==> src/rtl/core/lacf_pkg.sv <==
package lacf_pkg;

  // Arrow state codes
  localparam logic [1:0] ARW_EMPTY = 2'd0;
  localparam logic [1:0] ARW_ZERO  = 2'd1;
  localparam logic [1:0] ARW_ONE   = 2'd2;

  // Cell type codes
  localparam logic [4:0] CT_BLANK     = 5'd0;
  localparam logic [4:0] CT_STEM      = 5'd1;
  localparam logic [4:0] CT_AND       = 5'd2;
  localparam logic [4:0] CT_OR        = 5'd3;
  localparam logic [4:0] CT_XOR       = 5'd4;
  localparam logic [4:0] CT_NAND      = 5'd5;
  localparam logic [4:0] CT_WIRE      = 5'd6;
  localparam logic [4:0] CT_CROSSOVER = 5'd7;
  localparam logic [4:0] CT_COPY_N    = 5'd8;
  localparam logic [4:0] CT_COPY_E    = 5'd11;
  localparam logic [4:0] CT_DELETE_N  = 5'd12;
  localparam logic [4:0] CT_DELETE_E  = 5'd15;
  localparam logic [4:0] CT_SINK      = 5'd16;
  localparam logic [4:0] CT_FILE      = 5'd17;

  localparam int NUM_SIDES = 4;

  typedef logic [NUM_SIDES-1:0][1:0] arrows_t;

  // Normalized cell after the first stage
  typedef struct packed {
    logic                 valid;
    logic [4:0]           cell_type;
    logic [NUM_SIDES-1:0] ie;
    logic [NUM_SIDES-1:0] oe;
    arrows_t              a;
    arrows_t              b;
  } norm_t;

  // Per-type evaluation after the second stage
  typedef struct packed {
    logic                 valid;
    logic                 general;
    logic                 res;
    logic                 keep_en;
    logic [1:0]           keep_side;
    logic                 direct_fire;
    logic [NUM_SIDES-1:0] oe;
    arrows_t              a;
    arrows_t              b;
  } eval_t;

  // Final result after the third stage
  typedef struct packed {
    logic    valid;
    logic    fired;
    arrows_t a;
    arrows_t b;
  } result_t;

  function automatic logic [1:0] norm_arrow(input logic present, input logic [1:0] code);
    logic [1:0] v;
    v = (code == 2'd3) ? ARW_ONE : code;
    return present ? v : ARW_EMPTY;
  endfunction

endpackage

==> src/rtl/core/lacf_norm.sv <==
module lacf_norm (
  input  logic                clk,
  input  logic                rst,
  input  logic                in_valid,
  input  logic [4:0]          cell_type,
  input  logic [3:0]          in_exists,
  input  lacf_pkg::arrows_t   in_raw,
  input  logic [3:0]          out_exists,
  input  lacf_pkg::arrows_t   out_raw,
  output lacf_pkg::norm_t     norm
);

  lacf_pkg::norm_t norm_next;

  // Mask absent arrows and fold code 3 onto token one
  always_comb begin
    norm_next.valid     = in_valid;
    norm_next.cell_type = cell_type;
    norm_next.ie        = in_exists;
    norm_next.oe        = out_exists;
    for (int d = 0; d < lacf_pkg::NUM_SIDES; d++) begin
      norm_next.a[d] = lacf_pkg::norm_arrow(in_exists[d], in_raw[d]);
      norm_next.b[d] = lacf_pkg::norm_arrow(out_exists[d], out_raw[d]);
    end
  end

  always_ff @(posedge clk) begin
    if (rst) begin
      norm.valid <= 1'b0;
    end else begin
      norm.valid <= norm_next.valid;
    end
    norm.cell_type <= norm_next.cell_type;
    norm.ie        <= norm_next.ie;
    norm.oe        <= norm_next.oe;
    norm.a         <= norm_next.a;
    norm.b         <= norm_next.b;
  end

endmodule

==> src/rtl/core/lacf_eval.sv <==
module lacf_eval (
  input  logic            clk,
  input  logic            rst,
  input  lacf_pkg::norm_t norm,
  output lacf_pkg::eval_t ev
);

  lacf_pkg::eval_t ev_next;

  logic [3:0] filled;
  logic [3:0] one;
  logic       all_ok;
  logic       and_v;
  logic       or_v;
  logic       xor_v;
  logic [1:0] side;
  logic       others;
  logic       other_one;
  logic [1:0] last;
  logic       ctl;
  logic       wire_res;

  always_comb begin
    for (int d = 0; d < lacf_pkg::NUM_SIDES; d++) begin
      filled[d] = (norm.a[d] != lacf_pkg::ARW_EMPTY);
      one[d]    = (norm.a[d] == lacf_pkg::ARW_ONE);
    end
    all_ok = &(filled | ~norm.ie);
    and_v  = &(one | ~norm.ie);
    or_v   = |(one & norm.ie);
    xor_v  = ^(one & norm.ie);
    side   = norm.cell_type[1:0];

    // Wire: token of the highest filled side
    wire_res = 1'b0;
    for (int d = 0; d < lacf_pkg::NUM_SIDES; d++) begin
      if (filled[d]) begin
        wire_res = one[d];
      end
    end

    // Control inputs other than the data side
    others    = 1'b0;
    other_one = 1'b0;
    last      = 2'd0;
    ctl       = 1'b0;
    for (int i = 0; i < lacf_pkg::NUM_SIDES; i++) begin
      if ((2'(i) != side) && filled[i]) begin
        others    = 1'b1;
        other_one = other_one | one[i];
        last      = 2'(i);
        ctl       = one[i];
      end
    end

    ev_next.valid       = norm.valid;
    ev_next.general     = 1'b0;
    ev_next.res         = 1'b0;
    ev_next.keep_en     = 1'b0;
    ev_next.keep_side   = side;
    ev_next.direct_fire = 1'b0;
    ev_next.oe          = norm.oe;
    ev_next.a           = norm.a;
    ev_next.b           = norm.b;

    case (norm.cell_type) inside
      lacf_pkg::CT_AND: begin
        ev_next.general = all_ok;
        ev_next.res     = and_v;
      end
      lacf_pkg::CT_OR: begin
        ev_next.general = all_ok;
        ev_next.res     = or_v;
      end
      lacf_pkg::CT_XOR: begin
        ev_next.general = all_ok;
        ev_next.res     = xor_v;
      end
      lacf_pkg::CT_NAND: begin
        ev_next.general = all_ok;
        ev_next.res     = ~and_v;
      end
      lacf_pkg::CT_WIRE: begin
        ev_next.general = |filled;
        ev_next.res     = wire_res;
      end
      lacf_pkg::CT_CROSSOVER: begin
        // Move each filled input to the opposite output if that one is free
        for (int d = 0; d < lacf_pkg::NUM_SIDES; d++) begin
          if (filled[d] && norm.oe[d ^ 1] && (norm.b[d ^ 1] == lacf_pkg::ARW_EMPTY)) begin
            ev_next.b[d ^ 1]    = norm.a[d];
            ev_next.a[d]        = lacf_pkg::ARW_EMPTY;
            ev_next.direct_fire = 1'b1;
          end
        end
      end
      [lacf_pkg::CT_COPY_N:lacf_pkg::CT_COPY_E]: begin
        ev_next.general = filled[side] && others;
        ev_next.res     = one[side];
        ev_next.keep_en = other_one;
      end
      [lacf_pkg::CT_DELETE_N:lacf_pkg::CT_DELETE_E]: begin
        if (filled[side] && others) begin
          if (ctl) begin
            ev_next.a[side]     = lacf_pkg::ARW_EMPTY;
            ev_next.a[last]     = lacf_pkg::ARW_EMPTY;
            ev_next.direct_fire = 1'b1;
          end else begin
            ev_next.general = 1'b1;
            ev_next.res     = one[side];
          end
        end
      end
      lacf_pkg::CT_SINK: begin
        ev_next.general = 1'b1;
        ev_next.res     = 1'b0;
      end
      default: begin
        // Blank, stem, file and unused codes hold the arrows
      end
    endcase
  end

  always_ff @(posedge clk) begin
    if (rst) begin
      ev.valid <= 1'b0;
    end else begin
      ev.valid <= ev_next.valid;
    end
    ev.general     <= ev_next.general;
    ev.res         <= ev_next.res;
    ev.keep_en     <= ev_next.keep_en;
    ev.keep_side   <= ev_next.keep_side;
    ev.direct_fire <= ev_next.direct_fire;
    ev.oe          <= ev_next.oe;
    ev.a           <= ev_next.a;
    ev.b           <= ev_next.b;
  end

endmodule

==> src/rtl/core/lacf_apply.sv <==
module lacf_apply (
  input  logic              clk,
  input  logic              rst,
  input  lacf_pkg::eval_t   ev,
  output lacf_pkg::result_t result
);

  lacf_pkg::result_t result_next;

  logic       blocked;
  logic       go;
  logic [1:0] token;

  always_comb begin
    blocked = 1'b0;
    for (int d = 0; d < lacf_pkg::NUM_SIDES; d++) begin
      blocked = blocked | (ev.b[d] != lacf_pkg::ARW_EMPTY);
    end
    go    = ev.general && !blocked;
    token = ev.res ? lacf_pkg::ARW_ONE : lacf_pkg::ARW_ZERO;

    result_next.valid = ev.valid;
    result_next.fired = ev.direct_fire | go;
    result_next.a     = ev.a;
    result_next.b     = ev.b;
    // Consume inputs, except a kept side when keep_en is set, and fill every existing output
    if (go) begin
      for (int d = 0; d < lacf_pkg::NUM_SIDES; d++) begin
        if (!(ev.keep_en && (2'(d) == ev.keep_side))) begin
          result_next.a[d] = lacf_pkg::ARW_EMPTY;
        end
        if (ev.oe[d]) begin
          result_next.b[d] = token;
        end
      end
    end
  end

  always_ff @(posedge clk) begin
    if (rst) begin
      result.valid <= 1'b0;
    end else begin
      result.valid <= result_next.valid;
    end
    result.fired <= result_next.fired;
    result.a     <= result_next.a;
    result.b     <= result_next.b;
  end

endmodule

==> src/rtl/core/logic_automaton_cell_fire_top.sv <==
// Firing rule of one logic automaton cell. Pulse start with a cell type and its
// four input and four output arrows; when they leave the last register stage, done is
// high for one cycle with fired and the updated arrow states. The block takes a
// new transfer in every cycle, so busy never rises, and up to three cells are in
// flight at once in the three register stages (normalize, evaluate by type,
// apply the firing). Results cannot be held off: the receiver must take each
// one in the cycle that done marks.
module logic_automaton_cell_fire_top (
  input  logic       clk,
  input  logic       rst,
  input  logic       start,
  output logic       busy,
  input  logic [4:0] cell_type,
  input  logic [3:0] in_exists,
  input  logic [1:0] in_state_north,
  input  logic [1:0] in_state_south,
  input  logic [1:0] in_state_west,
  input  logic [1:0] in_state_east,
  input  logic [3:0] out_exists,
  input  logic [1:0] out_state_north,
  input  logic [1:0] out_state_south,
  input  logic [1:0] out_state_west,
  input  logic [1:0] out_state_east,
  output logic       done,
  output logic       fired,
  output logic [1:0] new_in_north,
  output logic [1:0] new_in_south,
  output logic [1:0] new_in_west,
  output logic [1:0] new_in_east,
  output logic [1:0] new_out_north,
  output logic [1:0] new_out_south,
  output logic [1:0] new_out_west,
  output logic [1:0] new_out_east
);

  lacf_pkg::arrows_t in_raw;
  lacf_pkg::arrows_t out_raw;
  lacf_pkg::norm_t   norm;
  lacf_pkg::eval_t   ev;
  lacf_pkg::result_t result;

  // The pipeline never stalls, so every start is a transfer
  assign busy = 1'b0;

  // Gather sides in index order: north, south, west, east
  assign in_raw  = {in_state_east, in_state_west, in_state_south, in_state_north};
  assign out_raw = {out_state_east, out_state_west, out_state_south, out_state_north};

  // Stage one: mask absent arrows, fold state code 3 onto token one
  lacf_norm u_norm (
    .clk        (clk),
    .rst        (rst),
    .in_valid   (start),
    .cell_type  (cell_type),
    .in_exists  (in_exists),
    .in_raw     (in_raw),
    .out_exists (out_exists),
    .out_raw    (out_raw),
    .norm       (norm)
  );

  // Stage two: gate values, wire, copy and delete control, crossover moves, sink
  lacf_eval u_eval (
    .clk  (clk),
    .rst  (rst),
    .norm (norm),
    .ev   (ev)
  );

  // Stage three: check outputs for tokens, consume inputs, fill outputs
  lacf_apply u_apply (
    .clk    (clk),
    .rst    (rst),
    .ev     (ev),
    .result (result)
  );

  assign done          = result.valid;
  assign fired         = result.fired;
  assign new_in_north  = result.a[0];
  assign new_in_south  = result.a[1];
  assign new_in_west   = result.a[2];
  assign new_in_east   = result.a[3];
  assign new_out_north = result.b[0];
  assign new_out_south = result.b[1];
  assign new_out_west  = result.b[2];
  assign new_out_east  = result.b[3];

endmodule
==> config.mk <==
export PLATFORM = sky130hd
export DESIGN_NAME = logic_automaton_cell_fire_top
export DESIGN_NICKNAME = d
export VERILOG_FILES = /design/src/rtl/core/lacf_pkg.sv /design/src/rtl/core/lacf_norm.sv /design/src/rtl/core/lacf_eval.sv /design/src/rtl/core/lacf_apply.sv /design/src/rtl/core/logic_automaton_cell_fire_top.sv
export SDC_FILE = /design/constraint.sdc
export NUM_CORES = 1
export LEC_CHECK = 0
export ABC_AREA = 1
export CORE_MARGIN = 3
export CORE_UTILIZATION = 65
export DETAILED_ROUTE_END_ITERATION = 10
export DONT_BUFFER_PORTS = 1
export GPL_TIMING_DRIVEN = 0
export PLACE_DENSITY = 0.81
export RECOVER_POWER = 25
export SLEW_MARGIN = 10
export SYNTH_ARGS = -nofsm -noshare
export SYNTH_HDL_FRONTEND = slang
export SYNTH_SLANG_ARGS = --single-unit
==> constraint.sdc <==
create_clock -name clk -period 2.5 [get_ports clk]
set_input_delay 0.5 -clock clk [delete_from_list [all_inputs] [get_ports clk]]
set_output_delay 0.5 -clock clk [all_outputs]
set_load 0.05 [all_outputs]
==> results by group, run 1 <==
Clock network
  • CTS tree: yes
  • Hold Buf Count CTS: 0
  • Clk slew on worst S/H paths: 0.08 ns
  • Post-CTS setup buffer count: 0
  • TritonCTS buffer count: 9
  • H-tree depth: 3
  • Max Root-Sink Buffers: 2
  • Clock root cell: clkbuf_8
  • Clock sink count: 75
  • Latest clock arrival within the worst-skew pair: 0.34 ns
  • CTS resizes: 0

Routing
  • Via count: 1986
  • ANT nets after route: 0
  • Routed wire length: 5.080 mm
  • Drt pass-1 iters: 4
  • Vias per std cell: 5.296
  • DRC violations left: 0
  • WL/cell: 13.55 microns
  • Detailed Route Iter0 Violations: 102

Worst setup path
  • Most used cell, CP: nand2_1
  • WP buf/inv: 1
  • CP cell instances: inv_1 > nor2_1 > nand2_1 > ha_1 > o21ai_0 > a211oi_1 > nor2_1 > nand4_1 > nand2_1 > nand2_1
  • Dominant delay contributor by cell family on the critical path: simple AND/OR/NAND/NOR gates
  • Crit. End Element: register
  • Crit path launch type: register
  • Cell depth of the worst setup path: 10
  • Setup Crit Path Kind: reg -> reg
  • Peak per-stage delay on the critical path: 0.38 ns
  • Worst-path fanout max: 4
  • CP Data Arrival Time: 2.09 ns
  • Crit-path slowest cell: dfxtp_1
  • CP Data Required Time: 2.73 ns
  • Worst Reg-to-Reg Cells: 10

Logic synthesis
  • Synth cell types: 34
  • Syn Nets: 345
  • Post-synth EDFFs: 0
  • Syn Std Cell Area: 2639 sq um
  • Post-Syn Area per Cell: 8.485 sq um
  • Seq cells post-synth: 75
  • Cells after Synth: 311
  • Top_reg_cell synth: dfxtp_1
  • Async set-reset flop share out of synthesis: 0%
  • YS warnings: 0
  • Seq/Total Area, Yosys: 56.90%

Status
  • Status: finished clean

Min path
  • Hold Crit Depth: 0
  • Hold Path Class: in -> reg

Final layout
  • FILL cells: 277
  • Antenna Cells: 0
  • Most frequent cells in the layout: dfxtp_1 (75), nand2_1 (54), nor2_1 (44)
  • Share of layout cells above drive strength 1: 11.93%
  • Commonest non-fill, non-tap cell in the layout: dfxtp_1
  • Area Overhead vs Synth: 9.530%
  • Layout net count: 356

Timing
  • Period utilization: 74.13%
  • Setup Viol. Count Final: 0
  • Min Tclk post-route: 1.853 ns
  • Pins over their slew limit: 0
  • Setup TNS Final: 0 ns
  • RSZ-0062 raised after global routing: false
  • Min Hold Slack: 0.1726 ns
  • Final hold viol count: 0
  • Clk_skew: 0.009045 ns
  • Fmax: 0.5396 GHz

Floorplanning
  • Die area: 4860 sq um
  • Initial Util: 69.47%
  • I/O pin cnt: 51
  • Die Ht: 69.72 microns
  • Die W: 69.72 microns
  • Core area: 3799 sq um
  • Row count: 22

GRT
  • Initial antenna violation count: 0
  • Total GRT Usage: 22.24%
  • Total congestion overflow: 0
  • First-pass GRT wire length: 8.349 mm
  • Vias in the first global route: 1886
  • Largest net degree at the start of global routing: 14

Placed design
  • GP Congestion: 0.9182
  • Port bufs: 0
  • Detail Placement HPWL: 3.824 mm

Pwr
  • Pwr/cell area: 830.3 nW/um^2
  • Worst IR Drop VDD: 0.0004831 V
  • Lkg Pwr: 1.336 nW

Run
  • Max-cap viol count: 0
==> cells in the mapped netlist, drive strengths merged, types with 2 or more instances <==
library cell | n | area (sq um)
nor3 | 7 | 40.04
inv | 47 | 176.4
ha | 2 | 25.02
o21bai | 3 | 22.52
a21oi | 6 | 41.29
nand3 | 20 | 112.6
nand4 | 5 | 37.53
or2 | 4 | 25.02
a21boi | 8 | 60.06
dfxtp | 75 | 1501
a31o | 2 | 17.52
o21ai | 14 | 81.33
o22ai | 4 | 25.02
nor2 | 45 | 171.4
nand2 | 59 | 234.0
==> worst reg2reg max path, cell delays in order, from the launching register on <==
cell	delay, ns
dfxtp_1	0.38
inv_1	0.11
nor2_1	0.30
nand2_1	0.11
ha_1	0.30
o21ai_0	0.17
a211oi_1	0.06
nor2_1	0.11
nand4_1	0.10
nand2_1	0.06
nand2_1	0.05
==> stage by stage <==
step	util, %	setup slack (ns)	instances	power, mW	cell area (sq um)
after detailed placement	71.05	0.6981	359	1.529	2699
final	76.09	0.6468	375	2.400	2890
after global routing	76.09	0.4647	375	2.496	2890
after floorplan	-	0.9541	311	1.490	2639
after CTS	76.09	0.6692	375	2.413	2890
after global placement	71.05	0.7033	359	1.526	2699
==> cells by family (layout without fill, tap and decap cells) <==
family | count (synthesis) | after routing | share of synthesized area (%)
and+or+nand+nor | 142 | 142 | 23.99
DFF | 75 | 75 | 56.90
other | 1 | 1 | 0.1421
buffers and inverters | 49 | 65 | 7.112
adders and majority gates | 2 | 2 | 0.9482
AOI/OAI and AO/OA | 42 | 42 | 10.91
==> layout make-up <==
cell class                      count  area (sq um)  area share [%]
Clock buffer                       10         127.6           4.416
Buffer                              2         11.26          0.3896
Sequential cell                    75          1501           51.95
Clock inverter                      6         63.81           2.208
Inverter                           47         176.4           6.104
Tap cell                           48         60.06           2.078
Multi-Input combinational cell    187         949.7           32.86
==> path summary, 6_finish.rpt <==
path | startpoint | to | slack [ns]
hold / removal | cell_type[1] | u_norm.norm[25] | 0.17
hold reg to reg | u_norm.norm[17] | u_eval.ev[17] | 0.36
setup reg to reg | u_norm.norm[11] | u_eval.ev[24] | 0.65
setup / recovery | u_norm.norm[11] | u_eval.ev[24] | 0.65
==> power by group <==
group	leakage [nW]	total (mW)	internal, mW	switching, mW
clock	0.0927	0.897	0.461	0.436
combinational	0.620	0.157	0.0543	0.103
sequential	0.623	1.35	1.26	0.0886
==> registers in the layout (all words and copies together), names as in the netlist <==
name            cells
u_norm.norm        30
u_eval.ev          27
u_apply.result     18
==> routing by layer <==
metal	global-route usage (%)	vias up	routed length [microns]
met2	35.91	92	2412
met1	27.80	869	2160
met5	0	-	0
li1	-	1015	-
met3	5.362	10	422
met4	11.06	0	85
Power figures use the tool's default switching activity.
==> run 2: changes to the inputs <==
--- a/config.mk
+++ b/config.mk
@@ -7,11 +7,11 @@
 export LEC_CHECK = 0
 export ABC_AREA = 1
 export CORE_MARGIN = 3
-export CORE_UTILIZATION = 65
+export CORE_UTILIZATION = 55
 export DETAILED_ROUTE_END_ITERATION = 10
 export DONT_BUFFER_PORTS = 1
 export GPL_TIMING_DRIVEN = 0
-export PLACE_DENSITY = 0.81
+export PLACE_DENSITY = 0.73
 export RECOVER_POWER = 25
 export SLEW_MARGIN = 10
 export SYNTH_ARGS = -nofsm -noshare
==> constraint.sdc (replaced) <==
create_clock -name clk -period 1.6 [get_ports clk]
set_input_delay 0.32 -clock clk [delete_from_list [all_inputs] [get_ports clk]]
set_output_delay 0.32 -clock clk [all_outputs]
set_load 0.05 [all_outputs]
==> run 2 against run 1 <==
First-iteration DRC count up 33%. Core utilization fell by 4.8 points. Via count rose by 3.9%. Register-to-register slack got worse by 0.59 ns. Largest power group unchanged.
==> results by group, run 2 (synthesis gave the netlist of run 1 again) <==
Final layout
  • Share of layout cells above drive strength 1: 21.97% (+10 points)
  • Largest registers: u_norm.norm: 30 flops, u_eval.ev: 27 flops, u_apply.result: 18 flops
  • Biggest register: u_norm.norm
  • Antenna Cells: 0 (unchanged)
  • Area Overhead vs Synth: 21.72%
  • Most frequent cells in the layout: dfxtp_1 (69), nand2_1 (47), nor2_1 (38)
  • FILL cells: 343 (+24%)
  • Commonest non-fill, non-tap cell in the layout: dfxtp_1
  • Post-Layout Inst Area: 3212 sq um (+11%)
  • Max reg flops: 30 (unchanged)
  • Layout net count: 375 (+5.3%)

Floorplanning
  • Row count: 24 (+9.1%)
  • Initial Util: 58.58% (-11 points)
  • Core area: 4504 sq um (+19%)
  • Die Ht: 75.27 microns (+8.0%)
  • Die W: 75.27 microns (+8.0%)
  • I/O pin cnt: 51 (unchanged)
  • Die area: 5665 sq um (+17%)

GRT
  • Vias in the first global route: 1804 (-4.3%)
  • Largest net degree at the start of global routing: 15 (+1)
  • Initial antenna violation count: 0 (unchanged)
  • Total congestion overflow: 0 (unchanged)
  • Total GRT Usage: 20.74% (-1.5 points)
  • First-pass GRT wire length: 8.521 mm (+2.1%)

Pwr
  • Pint: 2.871 mW (+62%)
  • Clk pwr share: 38.0% (+0.6 points)
  • Worst IR Drop VDD: 0.001131 V (+130%)
  • NetSw: 1.040 mW (+66%)
  • Sequential share of power: 53.9% (-2.2 points)
  • Sw frac: 26.59% (+0.46 points)
  • Combinational power share: 8.1% (+1.6 points)
  • Pwr/cell area: 1218 nW/um^2 (+47%)
  • Lkg Pwr: 1.446 nW (+8.2%)
  • Overall power: 3.911 mW (+63%)

Routing
  • DRC violations left: 0 (unchanged)
  • WL/cell: 13.78 microns (+1.7%)
  • Routed wire length: 5.483 mm (+7.9%)
  • Via count: 2064 (+3.9%)
  • Drt pass-1 iters: 4 (unchanged)
  • Vias per std cell: 5.186 (-2.1%)
  • ANT nets after route: 0 (unchanged)
  • Detailed Route Iter0 Violations: 136 (+33%)

Worst setup path
  • Crit-path slowest cell: dfxtp_1
  • Peak per-stage delay on the critical path: 0.48 ns (+0.10 ns)
  • Crit path launch type: register
  • CP Data Required Time: 1.89 ns (-0.84 ns)
  • WP buf/inv: 1 (unchanged)
  • Worst R2R Start: u_norm.norm[10]
  • Setup Crit Path Kind: reg -> reg
  • Most used cell, CP: nand2_1
  • Crit. End Element: register
  • Worst Reg-to-Reg Cells: 10 (unchanged)
  • CP Data Arrival Time: 1.83 ns (-0.26 ns)
  • Worst-path fanout max: 5 (+1)
  • RR Endpoint: u_eval.ev[24]
  • Worst R2R Setup Slack: 0.05 ns (-0.59 ns)
  • Dominant delay contributor by cell family on the critical path: simple AND/OR/NAND/NOR gates
  • CP cell instances: inv_2 > nand2_2 > nand2_1 > nand4_4 > nand4_1 > nand2_1 > nand2_1 > nand4_1 > nand2_1 > nand2_1

Clock network
  • Latest clock arrival within the worst-skew pair: 0.34 ns (about the same)
  • Clock sink count: 75 (unchanged)
  • H-tree depth: 3 (unchanged)
  • Clock root cell: clkbuf_8
  • Max Root-Sink Buffers: 2 (unchanged)
  • Clk slew on worst S/H paths: 0.08 ns (about the same)
  • CTS tree: yes
  • TritonCTS buffer count: 9 (unchanged)

Placed design
  • Detail Placement HPWL: 3.891 mm (+1.7%)
  • GP Congestion: 0.9301 (+1.3%)
  • Cell Area, Placed: 2704 sq um (+0.19%)
  • Port bufs: 0 (unchanged)

Timing
  • Min Tclk post-route: 1.547 ns (-0.3063 ns)
  • Fmax: 0.6465 GHz (+20%)
  • Pins over their slew limit: 0 (unchanged)
  • Worst-Margin Slew: 0.5033 ns
  • Clk_skew: 0.007072 ns (-0.001973 ns)
  • Period utilization: 96.68% (+23 points)
  • Slew HR: 66.40%
  • Final hold viol count: 0 (unchanged)
  • Setup Viol. Count Final: 0 (unchanged)
  • RSZ-0062 raised after global routing: true

Min path
  • Worst Hold Launch: out_state_west[1]
  • Hold Path Class: in -> reg
  • Hold Crit Depth: 1 (+1)
  • Worst Hold End: u_norm.norm[4]

Run
  • Max-cap viol count: 0 (unchanged)

Status
  • Status: finished clean
[run 2: changes by cell type in the layout (fill, tap and decap cells not counted), sizes merged]
cell / previous run / this run
buf: 1 / 7
dlygate4sd3: 0 / 13
inv: 48 / 49
clkinv: 2 / 1
[run 2: worst register-to-register path, cell delays in order, from the launching register on]
cell,delay (ns)
dfxtp_1,0.48
inv_2,0.11
nand2_2,0.14
nand2_1,0.12
nand4_4,0.14
nand4_1,0.10
nand2_1,0.10
nand2_1,0.07
nand4_1,0.10
nand2_1,0.07
nand2_1,0.07
[run 2: worst max-delay path by stage]
| stage | from | endpoint | slack (ns) | cells after the start |
|---|---|---|---|---|
| 2_1_floorplan | u_norm.norm[9] | u_eval.ev[24] | 0.05 | 10 |
| 3_3_place_gp | u_norm.norm[11] | u_eval.ev[24] | -0.23 | 10 |
| 3_5_place_dp | u_norm.norm[11] | u_eval.ev[24] | -0.20 | 10 |
| 4_1_cts | u_norm.norm[9] | u_eval.ev[24] | -0.04 | 10 |
| 5_1_grt | u_norm.norm[11] | u_eval.ev[24] | -0.02 | 12 |
| 6_report | u_norm.norm[10] | u_eval.ev[24] | 0.05 | 10 |
[run 2: through the flow]
step	setup TNS, ns	std cells	hold slack [ns]	setup WS [ns]	util (%)
final	0	398	0.03547	0.05311	71.31
after CTS	-0.04053	392	0.02408	-0.04053	68.47
after detailed placement	-0.6060	363	0.3442	-0.2041	60.03
after floorplan	0	311	0.3313	0.05412	-
after global routing	-0.01546	398	0.01703	-0.01546	71.31
after global placement	-0.7778	363	0.3388	-0.2278	60.03
[run 2: repair_timing]
| action | in CTS | in global routing |
|---|---|---|
| endpoints found under the setup margin | 10 | 24 |
| gates resized for setup | 15 | 29 |
| pin swaps | 0 | 8 |
| gates cloned | 0 | 0 |
| buffers inserted | 0 | 6 |
| hold endpoints to repair | 13 | 0 |
| hold buffers | 13 | 0 |
[run 2: routing by layer]
layer | GRT usage (%) | wire length, microns | vias to the layer above | part of all wire [%]
met5 | 0 | 0 | - | 0
met4 | 10.87 | 149 | 0 | 2.7
met3 | 4.940 | 348 | 13 | 6.3
met2 | 31.91 | 2574 | 85 | 47
met1 | 27.06 | 2411 | 910 | 44
li1 | - | - | 1056 | -
[run 2: layout make-up]
cell class / count / area [sq um] / area share [%]
inverters: 47 / 178.9 / 5.571
well taps: 52 / 65.06 / 2.026
multi-input cells: 187 / 1055 / 32.84
repair buffers: 19 / 175.2 / 5.454
flip-flops and latches: 75 / 1516 / 47.21
plain buffers: 2 / 12.51 / 0.3896
clock buffers: 10 / 137.6 / 4.285
clock inverters: 6 / 71.32 / 2.220
[run 2: power by group through the flow]
stage	Combinational, mW	Sequential [mW]	Clock (mW)
2_1_floorplan	0.196	2.13	0
3_3_place_gp	0.245	2.15	0
3_5_place_dp	0.245	2.15	0
4_1_cts	0.278	2.11	1.51
5_1_grt	0.350	2.12	1.61
6_report	0.316	2.11	1.49
